$ cat config.mk
export PLATFORM = sky130hd
export DESIGN_NAME = pcle_ring
export DESIGN_NICKNAME = d
export VERILOG_FILES = /design/src/pooled_cursor_list_engine_top_assert.svh /design/src/pcle_pkg.sv /design/src/pcle_ring.sv
export SDC_FILE = /design/constraint.sdc
export NUM_CORES = 1
export LEC_CHECK = 0
export ABC_AREA = 1
export BUFFER_PORTS_ARGS = -buffer_cell sky130_fd_sc_hd__buf_2
export CORE_UTILIZATION = 23
export CTS_CLUSTER_DIAMETER = 200
export DETAILED_ROUTE_END_ITERATION = 8
export GPL_TIMING_DRIVEN = 1
export PLACE_DENSITY_LB_ADDON = 0.25
export SLEW_MARGIN = 10
export SYNTH_ARGS = -nofsm -noshare
export SYNTH_HDL_FRONTEND = slang
export SYNTH_SLANG_ARGS = --single-unit
$ cat constraint.sdc
create_clock -name clk -period 4.7 [get_ports clk]
set_clock_uncertainty 0.15 [all_clocks]
set_input_delay 0.47 -clock clk [delete_from_list [all_inputs] [get_ports clk]]
set_output_delay 0.47 -clock clk [all_outputs]
set_load 0.05 [all_outputs]
$ cat src/pooled_cursor_list_engine_top_assert.svh
// Assertion macros for the pooled cursor list engine.
// Included by the top level; expects clk and rst in the scope of use.
`ifndef POOLED_CURSOR_LIST_ENGINE_TOP_ASSERT_SVH
`define POOLED_CURSOR_LIST_ENGINE_TOP_ASSERT_SVH

// Same-cycle implication.
`define PCLE_ASSERT_IMP(label, ante, cons, msg) \
  label: assert property (@(posedge clk) disable iff (rst) (ante) |-> (cons)) \
    else $error(msg);

// Next-cycle implication.
`define PCLE_ASSERT_NXT(label, ante, cons, msg) \
  label: assert property (@(posedge clk) disable iff (rst) (ante) |=> (cons)) \
    else $error(msg);

`endif

$ cat src/pcle_pkg.sv
// Shared types and constants of the pooled cursor list engine.
// No dependencies; imported by pcle_ring and the top level.
`timescale 1ns / 1ps

package pcle_pkg;

  localparam int IN_TDATA_W  = 80;
  localparam int OUT_TDATA_W = 48;
  localparam int FIELD_W     = 32;
  localparam int LID_W       = 4;
  localparam int COUNT_W     = 8;

  typedef enum logic [3:0] {
    OP_CREATE  = 4'd0,
    OP_COUNT   = 4'd1,
    OP_FIRST   = 4'd2,
    OP_LAST    = 4'd3,
    OP_NEXT    = 4'd4,
    OP_PREV    = 4'd5,
    OP_CURR    = 4'd6,
    OP_ADD     = 4'd7,
    OP_INSERT  = 4'd8,
    OP_APPEND  = 4'd9,
    OP_PREPEND = 4'd10,
    OP_REMOVE  = 4'd11,
    OP_CONCAT  = 4'd12,
    OP_FREE    = 4'd13,
    OP_TRIM    = 4'd14,
    OP_SEARCH  = 4'd15
  } op_t;

  localparam logic [1:0] ST_OK   = 2'd0;
  localparam logic [1:0] ST_NULL = 2'd1;
  localparam logic [1:0] ST_FULL = 2'd2;

  typedef enum logic [3:0] {
    S_IDLE,
    S_LRD,
    S_EXEC,
    S_VAL,
    S_STEP,
    S_INSP,
    S_LNKA,
    S_LNKX,
    S_LNK2,
    S_LNK3,
    S_UNL,
    S_MRD,
    S_FREE,
    S_SRCH,
    S_CREATE,
    S_DONE
  } state_t;

  typedef struct packed {
    logic pop;
    logic put;
  } ring_ctl_t;

endpackage

$ cat src/pcle_ring.sv
// Ring free queue of indices that reads as 0..DEPTH-1 after reset.
// Depends on pcle_pkg; head is registered from the entry that front points at.
`timescale 1ns / 1ps

module pcle_ring
  import pcle_pkg::*;
#(
  parameter int DEPTH = 16,
  parameter int W     = 4
) (
  input  logic                         clk,
  input  logic                         rst,
  input  ring_ctl_t                    ctl,
  input  logic [W-1:0]                 put_data,
  output logic [W-1:0]                 head,
  output logic [$clog2(DEPTH+1)-1:0]   count
);

  localparam int CW = $clog2(DEPTH + 1);
  localparam int PW = (DEPTH > 1) ? $clog2(DEPTH) : 1;

  logic [W-1:0]  mem [DEPTH];
  logic [PW-1:0] front, back;
  logic [CW-1:0] fill;
  logic [W-1:0]  rd, ident;
  logic          hit;
  logic          pop_ok, put_ok;

  assign pop_ok = ctl.pop && (count != '0);
  assign put_ok = ctl.put && (count != CW'(DEPTH));

  // Entries at or past the fill mark were never written and still hold
  // their own index.
  assign head = hit ? rd : ident;

  always_ff @(posedge clk) begin
    if (rst) begin
      front <= '0;
      back  <= '0;
      count <= CW'(DEPTH);
      fill  <= '0;
    end else begin
      if (pop_ok) begin
        front <= (front == PW'(DEPTH - 1)) ? '0 : front + PW'(1);
      end
      if (put_ok) begin
        back <= (back == PW'(DEPTH - 1)) ? '0 : back + PW'(1);
        if (fill != CW'(DEPTH)) begin
          fill <= fill + CW'(1);
        end
      end
      if (put_ok && !pop_ok) begin
        count <= count + CW'(1);
      end else if (pop_ok && !put_ok) begin
        count <= count - CW'(1);
      end
    end
  end

  always_ff @(posedge clk) begin
    if (put_ok) begin
      mem[back] <= put_data;
    end
    rd    <= mem[front];
    hit   <= CW'(front) < fill;
    ident <= W'(front);
  end

endmodule

==> results.py, run 1 <==
metrics = {
    "outcome": {
        "status": "finished clean",
    },
    "timing": {
        "hold_slack_ps": 278,
        "fmax_mhz": 425,
        "relSlewSlack_pct": 36.6,
        "worst_pin_slew_ps": 950,
        "rsz0062_at_grt": "false",
        "finalCriticalPeriod_ps": 2350,
        "finalSetupTns_ps": 0,
        "finalHoldViolations": 0,
        "final_max_slew_viol_count": 0,
        "fin_crit_sh_pct": 50.1,
        "finalSetupViolCount": 0,
    },
    "setup_path": {
        "crit_chain": "nor2_2 -> nand3_4 -> nand2_4 -> inv_4 -> ha_1 -> inv_1 -> ha_1 -> a21oi_1 -> nand2_1 -> nand2_1 -> nand2_1 -> o21ai_0 -> inv_1",
        "start_kind": "flip-flop",
        "cpLargestDelayFamily": "simple AND/OR/NAND/NOR gates",
        "crit_buf_inv": 3,
        "end_kind": "flip-flop",
        "path_class": "flip-flop to flip-flop",
        "cp_common_cell": "nand2_1",
        "path_max_fanout": 10,
        "critPathArrivalTime_ps": 2430,
        "slowest_stage": "dfxtp_1",
        "slowest_delay_ps": 360,
        "required_ps": 4780,
    },
    "global_routing": {
        "grt_pass1_vias": 2852,
        "overflow": 0,
        "antenna_found_initial": 0,
        "track_usage_pct": 10.6,
        "grt_pass1_wl_um": 14800,
        "grt_max_degree": 35,
    },
    "synth": {
        "synth-seq-area-share_pct": 59.3,
        "syn-num-nets": 449,
        "ys_seq_elements": 91,
        "syn_inst": 426,
        "synth.avg_cell_area_um2": 9.75,
        "ys_warn_count": 0,
        "yosysUniqueCellTypes": 29,
        "syn_area_um2": 4160,
    },
    "pwr": {
        "clkPwrFrac_pct": 26.7,
        "power.leakage_nw": 1.81,
        "combPwrFrac_pct": 30.6,
        "p_per_area_nw_per_um2": 519,
        "p_total_mw": 2.43,
        "p_sw_uw": 888,
        "ir_worst_vdd_mv": 0.180,
        "pwr-share-seq_pct": 42.8,
        "switching_share_pct": 36.5,
        "p_int_mw": 1.54,
    },
    "clock_tree": {
        "clk_pin_slew_ps": 60,
        "cts_sinks": 91,
        "cts_hold_buf": 0,
        "htree_levels": 3,
        "cts_resized": 0,
        "cts_tree": "built",
        "clock_latency_ps": 340,
        "post-cts-setup-buffer-count": 0,
        "cts_buffers": 9,
        "cts.root.buffer_cell": "clkbuf_16",
        "cts_max_path_buffers": 2,
    },
    "final_layout": {
        "drive_gt1_share_pct": 11.0,
        "nets": 463,
        "n_antenna_cell": 0,
        "synthToLayoutAreaGrowth_pct": 12.7,
        "finalInstanceArea_um2": 4680,
    },
    "job": {
        "maxCapViolCount": 0,
    },
    "placed_design": {
        "io_buffer_count": 16,
        "dpl.hpwl_um": 6310,
        "placed_cell_area_um2": 4420,
        "gp_congestion": 0.779,
    },
    "route": {
        "vias_per_cell": 4.21,
        "drc": 0,
        "drt_wl_total_um": 9060,
        "ant_nets": 0,
        "vias": 2818,
        "top_layer_used": "met4",
        "wirelength_met1_um": 4100,
        "dr.pass1.iters": 4,
        "wl_met3_um": 360,
        "wl_met2_um": 4460,
        "dr.first_iter.drc_count": 167,
        "wl_per_cell_um": 13.5,
    },
    "die": {
        "core_um2": 17500,
        "rows": 48,
        "start_util_pct": 23.8,
        "die_h_um": 136,
        "die_area_um2": 18600,
        "ios": 17,
        "die-width_um": 136,
    },
    "min_path": {
        "hold_path.class": "flip-flop to flip-flop",
    },
}
-- flip-flops by register name, indices dropped and copies added (netlist names) --
| register | count |
|---|---|
| front | 4 |
| rd | 4 |
| mem | 64 |
| back | 4 |
| fill | 5 |
| hit | 1 |
| count | 5 |
| ident | 4 |
-- per-layer routing --
metal	GRT usage, %	vias to the layer above
met5	0	-
met4	4.07	0
met3	2.13	10
met2	18.8	43
met1	12.4	1316
li1	-	1449
-- synthesized netlist by cell type --
cell	instances	area, um2
a211oi_1	1	7.51
a21oi_1	14	70.1
buf_2	7	35.0
buf_4	1	7.51
buf_6	6	67.6
clkbuf_1	1	3.75
dfxtp_1	27	541
edfxtp_1	64	1920
fa_1	1	20.0
ha_1	14	175
inv_1	24	90.1
inv_2	1	3.75
inv_4	2	12.5
mux2_2	4	45.0
nand2_1	120	450
nand2_2	4	25.0
nand2_4	1	11.3
nand3_1	21	105
nand3_2	2	20.0
nand3_4	1	17.5
nand3b_2	1	11.3
nand4_1	10	62.6
nor2_1	60	225
nor2_2	2	12.5
nor2_4	1	11.3
nor3_1	3	15.0
o21ai_0	4	20.0
o21ai_1	23	115
xor2_1	6	52.6
-- path summary, 6_finish.rpt --
path / startpoint / to / slack (ps) / cells past startpoint
max: count[1] / count[3] / 2350 / 13
min: front[3] / ident[3] / 280 / 0
max reg2reg: count[1] / count[3] / 2350 / 13
min reg2reg: front[3] / ident[3] / 280 / 0
-- layout by cell type (no fill, tap or decap), types with 3 or more instances in the layout --
| cell type | netlist | routed |
|---|---|---|
| a21oi_1 | 14 | 14 |
| buf_2 | 7 | 16 |
| clkbuf_1 | 1 | 3 |
| clkbuf_16 | 0 | 9 |
| dfxtp_1 | 27 | 27 |
| edfxtp_1 | 64 | 64 |
| ha_1 | 14 | 14 |
| inv_1 | 24 | 24 |
| mux2_2 | 4 | 4 |
| nand2_1 | 120 | 120 |
| nand2_2 | 4 | 4 |
| nand3_1 | 21 | 21 |
| nand4_1 | 10 | 10 |
| nor2_1 | 60 | 60 |
| nor3_1 | 3 | 3 |
| o21ai_0 | 4 | 4 |
| o21ai_1 | 23 | 23 |
| xor2_1 | 6 | 6 |
-- cell families after synthesis --
group / after synthesis / share of synthesized area, %
AO/OA/AOI/OAI: 42 / 5.12
XOR/XNOR: 6 / 1.26
adder cells (fa/ha/maj): 15 / 4.70
buffers and inverters: 42 / 5.30
flip-flops: 91 / 59.3
multiplexers: 4 / 1.08
AND/OR/NAND/NOR: 226 / 23.3
-- final cells by class --
| cell class | count | area, um2 |
|---|---|---|
| Clock inverter | 4 | 27.5 |
| Multi-Input combinational cell | 293 | 1470 |
| Fill cell | 1824 | 12800 |
| Inverter | 27 | 106 |
| Clock buffer | 12 | 236 |
| Timing Repair Buffer | 18 | 95.1 |
| Tap cell | 225 | 282 |
| Sequential cell | 91 | 2460 |
-- worst reg2reg max path, stage by stage (launching register included) --
cell	delay (ps)
dfxtp_1	360
nor2_2	210
nand3_4	140
nand2_4	160
inv_4	70
ha_1	210
inv_1	140
ha_1	300
a21oi_1	160
nand2_1	80
nand2_1	60
nand2_1	40
o21ai_0	140
inv_1	50
-- per-stage QoR --
step	setup WS (ps)	instances	utilization, %
global route	2160	670	26.8
finish	2350	670	26.8
global placement	2380	654	25.3
detailed placement	2350	654	25.3
CTS	2330	670	26.8
floorplan	2220	426	-
-- power by group through the flow --
stage / Sequential, mW / Combinational, mW / Clock [mW]
after detailed placement: 1.06 / 0.747 / 0
after global routing: 1.05 / 0.832 / 0.698
after CTS: 1.04 / 0.751 / 0.667
after global placement: 1.05 / 0.744 / 0
final: 1.04 / 0.743 / 0.648
after floorplan: 1.10 / 0.536 / 0
(Power assumes the default switching activity.)
==> run 2, diff against run 1 <==
==> constraint.sdc (replaced) <==
create_clock -name clk -period 2.4 [get_ports clk]
set_clock_uncertainty 0.15 [all_clocks]
set_input_delay 0.24 -clock clk [delete_from_list [all_inputs] [get_ports clk]]
set_output_delay 0.24 -clock clk [all_outputs]
set_load 0.05 [all_outputs]
==> results.py, run 2 (synthesis results as in run 1) <==
metrics = {
    "outcome": {
        "status": "finished clean",
    },
    "die": {
        "start_util_pct": 23.8,
        "die-width_um": 136,
        "rows": 48,
        "core_um2": 17500,
        "die_h_um": 136,
        "ios": 17,
        "die_area_um2": 18600,
    },
    "clock_tree": {
        "cts_max_path_buffers": 2,
        "cts_sinks": 91,
        "cts_resized": 0,
        "htree_levels": 3,
        "cts_buffers": 9,
        "cts_tree": "built",
        "clock_latency_ps": 340,
        "post-cts-setup-buffer-count": 0,
        "cts_hold_buf": 0,
        "cts.root.buffer_cell": "clkbuf_16",
        "clk_pin_slew_ps": 70,
    },
    "timing": {
        "finalCriticalPeriod_ps": 2200,
        "fin_crit_sh_pct": 91.5,
        "relSlewSlack_pct": 55.1,
        "finalHoldViolations": 0,
        "final_max_slew_viol_count": 0,
        "worst_pin_slew_ps": 668,
        "finalSetupTns_ps": 0,
        "finalSetupViolCount": 0,
        "rsz0062_at_grt": "false",
        "fmax_mhz": 455,
        "hold_slack_ps": 74.7,
    },
    "setup_path": {
        "ff2ff_setup_slack_ps": 200,
        "crit_buf_inv": 3,
        "critPathArrivalTime_ps": 2280,
        "cp_common_cell": "nand2_1",
        "path_class": "flip-flop to flip-flop",
        "slowest_delay_ps": 360,
        "cpLargestDelayFamily": "simple AND/OR/NAND/NOR gates",
        "end_kind": "flip-flop",
        "required_ps": 2490,
        "crit_chain": "nor2_4 -> nand3_4 -> nand2_4 -> inv_4 -> ha_1 -> inv_1 -> ha_1 -> a21oi_1 -> nand2_1 -> nand2_1 -> nand2_1 -> o21ai_0 -> inv_1",
        "path_max_fanout": 7,
        "slowest_stage": "dfxtp_2",
        "start_kind": "flip-flop",
    },
    "placed_design": {
        "gp_congestion": 0.733,
        "io_buffer_count": 16,
        "dpl.hpwl_um": 6190,
    },
    "route": {
        "wl_per_cell_um": 13.4,
        "drt_wl_total_um": 9020,
        "dr.first_iter.drc_count": 160,
        "drc": 0,
        "ant_nets": 0,
        "vias_per_cell": 4.21,
        "dr.pass1.iters": 4,
        "vias": 2839,
    },
    "global_routing": {
        "overflow": 0,
        "antenna_found_initial": 0,
        "grt_max_degree": 35,
        "track_usage_pct": 10.6,
        "grt_pass1_vias": 2785,
        "grt_pass1_wl_um": 14600,
    },
    "pwr": {
        "ir_worst_vdd_mv": 0.389,
        "p_per_area_nw_per_um2": 1020,
        "power.leakage_nw": 1.85,
    },
    "final_layout": {
        "n_antenna_cell": 0,
        "synthToLayoutAreaGrowth_pct": 13.7,
        "drive_gt1_share_pct": 12.9,
        "final_common_cell": "nand2_1",
        "nets": 467,
        "largest-register": "mem",
        "largest_reg_flops": 64,
        "fill_cells": 1830,
        "final_cell_mix": "nand2_1, edfxtp_1, nor2_1",
        "largestRegisters": "mem (64), count (5), fill (5)",
    },
    "min_path": {
        "hold_path.class": "input port to flip-flop",
    },
    "job": {
        "maxCapViolCount": 0,
    },
}
[run 2: path summary, 6_finish.rpt]
kind / start / to / depth (start not counted)
max: count[0] / count[3] / 13
min: rst / fill[3] / 2
max reg2reg: count[0] / count[3] / 13
min reg2reg: front[3] / ident[3] / 0
[run 2: routing by layer]
layer  global-route usage (%)  vias up  part of all wire, %
li1                         -     1456                    -
met2                     17.8       30                   49
met3                     2.80        7                  2.9
met1                     12.8     1346                   47
met5                        0        -                    0
met4                     4.26        0                  1.2
[run 2: report_power, final]
part	internal (mW)	switching, mW	leakage [nW]
clock network	0.704	0.596	0.135
logic	0.476	1.01	0.911
registers	1.87	0.162	0.800
total	3.05	1.77	1.85
[run 2: area by class of cell]
cell class | instances | area (um2) | share of cell area [%]
repair buffers | 22 | 125 | 2.65
well taps | 225 | 282 | 5.96
multi-input cells | 293 | 1480 | 31.3
inverters | 27 | 106 | 2.25
flip-flops and latches | 91 | 2470 | 52.2
clock buffers | 10 | 229 | 4.85
clock inverters | 6 | 40.0 | 0.847
[run 2: per-stage QoR]
step | util (%) | std cells | cell area, um2 | worst slack (ps) | total power, mW
final | 27.0 | 674 | 4730 | 203 | 4.81
after global routing | 27.0 | 674 | 4730 | 45.6 | 5.14
after CTS | 27.0 | 674 | 4720 | 132 | 4.87
after detailed placement | 25.5 | 658 | 4450 | 144 | 3.56
after global placement | 25.5 | 658 | 4450 | 160 | 3.54
after floorplan | - | 426 | 4160 | 7.14 | 3.20
==> run 3, diff against run 2 <==
--- a/config.mk
+++ b/config.mk
@@ -11,7 +11,6 @@
 export CTS_CLUSTER_DIAMETER = 200
 export DETAILED_ROUTE_END_ITERATION = 8
 export GPL_TIMING_DRIVEN = 1
-export PLACE_DENSITY_LB_ADDON = 0.25
 export SLEW_MARGIN = 10
 export SYNTH_ARGS = -nofsm -noshare
 export SYNTH_HDL_FRONTEND = slang
==> results.py, run 3 (synthesis results as in run 1) <==
metrics = {
    "outcome": {
        "status": "finished clean",
    },
    "final_layout": {
        "largest-register": "mem",
        "largest_reg_flops": 64,
        "nets": 466,
        "final_common_cell": "nand2_1",
        "synthToLayoutAreaGrowth_pct": 14.4,
        "fill_cells": 1817,
        "largestRegisters": "mem (64), count (5), fill (5)",
        "final_cell_mix": "nand2_1, edfxtp_1, nor2_1",
        "drive_gt1_share_pct": 13.2,
        "finalInstanceArea_um2": 4750,
        "n_antenna_cell": 0,
        "fin_util_pct": 27.2,
    },
    "die": {
        "die-width_um": 136,
        "rows": 48,
        "start_util_pct": 23.8,
        "ios": 17,
        "die_area_um2": 18600,
        "core_um2": 17500,
        "die_h_um": 136,
    },
    "route": {
        "dr.pass1.iters": 4,
        "vias_per_cell": 4.19,
        "wl_per_cell_um": 12.6,
        "vias": 2818,
        "drc": 0,
        "drt_wl_total_um": 8480,
        "dr.first_iter.drc_count": 197,
        "ant_nets": 0,
    },
    "setup_path": {
        "critPathArrivalTime_ps": 2270,
        "slowest_delay_ps": 360,
        "crit_chain": "nor2_4 -> nand3_4 -> nand2_4 -> inv_4 -> ha_1 -> inv_2 -> ha_1 -> a21oi_1 -> nand2_1 -> nand2_1 -> nand2_1 -> o21ai_0 -> inv_1",
        "cp_common_cell": "nand2_1",
        "required_ps": 2490,
        "path_class": "flip-flop to flip-flop",
        "slowest_stage": "dfxtp_1",
        "path_max_fanout": 7,
        "start_kind": "flip-flop",
        "end_kind": "flip-flop",
    },
    "clock_tree": {
        "cts_buffers": 9,
        "htree_levels": 3,
        "cts_sinks": 91,
        "clock_latency_ps": 340,
        "cts_tree": "built",
        "cts_hold_buf": 0,
        "cts_max_path_buffers": 2,
        "cts_resized": 0,
        "post-cts-setup-buffer-count": 0,
        "cts.root.buffer_cell": "clkbuf_16",
        "clk_pin_slew_ps": 70,
    },
    "timing": {
        "finalHoldViolations": 0,
        "setup_ws_ps": 217,
        "finalCriticalPeriod_ps": 2180,
        "fmax_mhz": 458,
        "worst_pin_slew_ps": 522,
        "fin_crit_sh_pct": 91.0,
        "final_max_slew_viol_count": 0,
        "relSlewSlack_pct": 64.9,
        "rsz0062_at_grt": "false",
        "finalSetupViolCount": 0,
        "finalSetupTns_ps": 0,
    },
    "pwr": {
        "ir_worst_vdd_mv": 0.450,
        "p_per_area_nw_per_um2": 1020,
        "power.leakage_nw": 1.86,
    },
    "job": {
        "maxCapViolCount": 0,
    },
    "placed_design": {
        "gp_congestion": 0.739,
        "dpl_worst_slack_ps": 146,
        "dpl.hpwl_um": 5670,
        "placed_cell_area_um2": 4460,
        "io_buffer_count": 16,
    },
    "min_path": {
        "hold_path.class": "input port to flip-flop",
    },
    "global_routing": {
        "grt_pass1_vias": 2754,
        "overflow": 0,
        "grt_max_degree": 36,
        "grt_pass1_wl_um": 13900,
        "antenna_found_initial": 0,
        "track_usage_pct": 9.87,
    },
}
run 3: final cells by class:
class / instances / area (um2) / area share [%]
Sequential cell: 91 / 2470 / 51.9
Multi-Input combinational cell: 293 / 1490 / 31.4
Timing Repair Buffer: 21 / 130 / 2.74
Clock inverter: 7 / 51.3 / 1.08
Inverter: 27 / 106 / 2.24
Tap cell: 225 / 282 / 5.92
Clock buffer: 9 / 225 / 4.74
run 3: per-layer routing:
layer	up-vias	part of all wire (%)	GRT usage, %
met3	11	3.4	1.86
met5	-	0	0
met1	1313	48	12.3
li1	1457	-	-
met2	37	47	16.5
met4	0	1.8	4.44
run 3: path summary, 6_finish.rpt:
| kind | startpoint | to | slack [ps] | cells past startpoint |
|---|---|---|---|---|
| worst min-delay path | rst | count[0] | 70 | 2 |
| worst max-delay path | count[3] | count[3] | 220 | 13 |
| worst max register to register | count[3] | count[3] | 220 | 13 |
| worst min register to register | front[3] | ident[3] | 270 | 0 |
run 3: report_power, final:
part	internal, mW	switching, mW	total [mW]
Clock	0.711	0.617	1.33
Sequential	1.87	0.153	2.02
Combinational	0.484	1.01	1.50
Total	3.06	1.78	4.84
run 3: stage by stage:
step           power [mW]  hold slack (ps)  std cells
2_1_floorplan        3.20              189        426
3_3_place_gp         3.52              264        657
3_5_place_dp         3.53              263        657
4_1_cts              4.86             57.8        673
5_1_grt              5.13             64.7        673
6_report             4.84             67.0        673
run 3: critical path, delay by kind of cell, from the launching register on:
kind	cells	cell delay, ps
adder cells (fa/ha/maj)	2	480
AND/OR/NAND/NOR	6	600
flip-flops	1	360
buffers and inverters	3	200
AO/OA/AOI/OAI	2	300
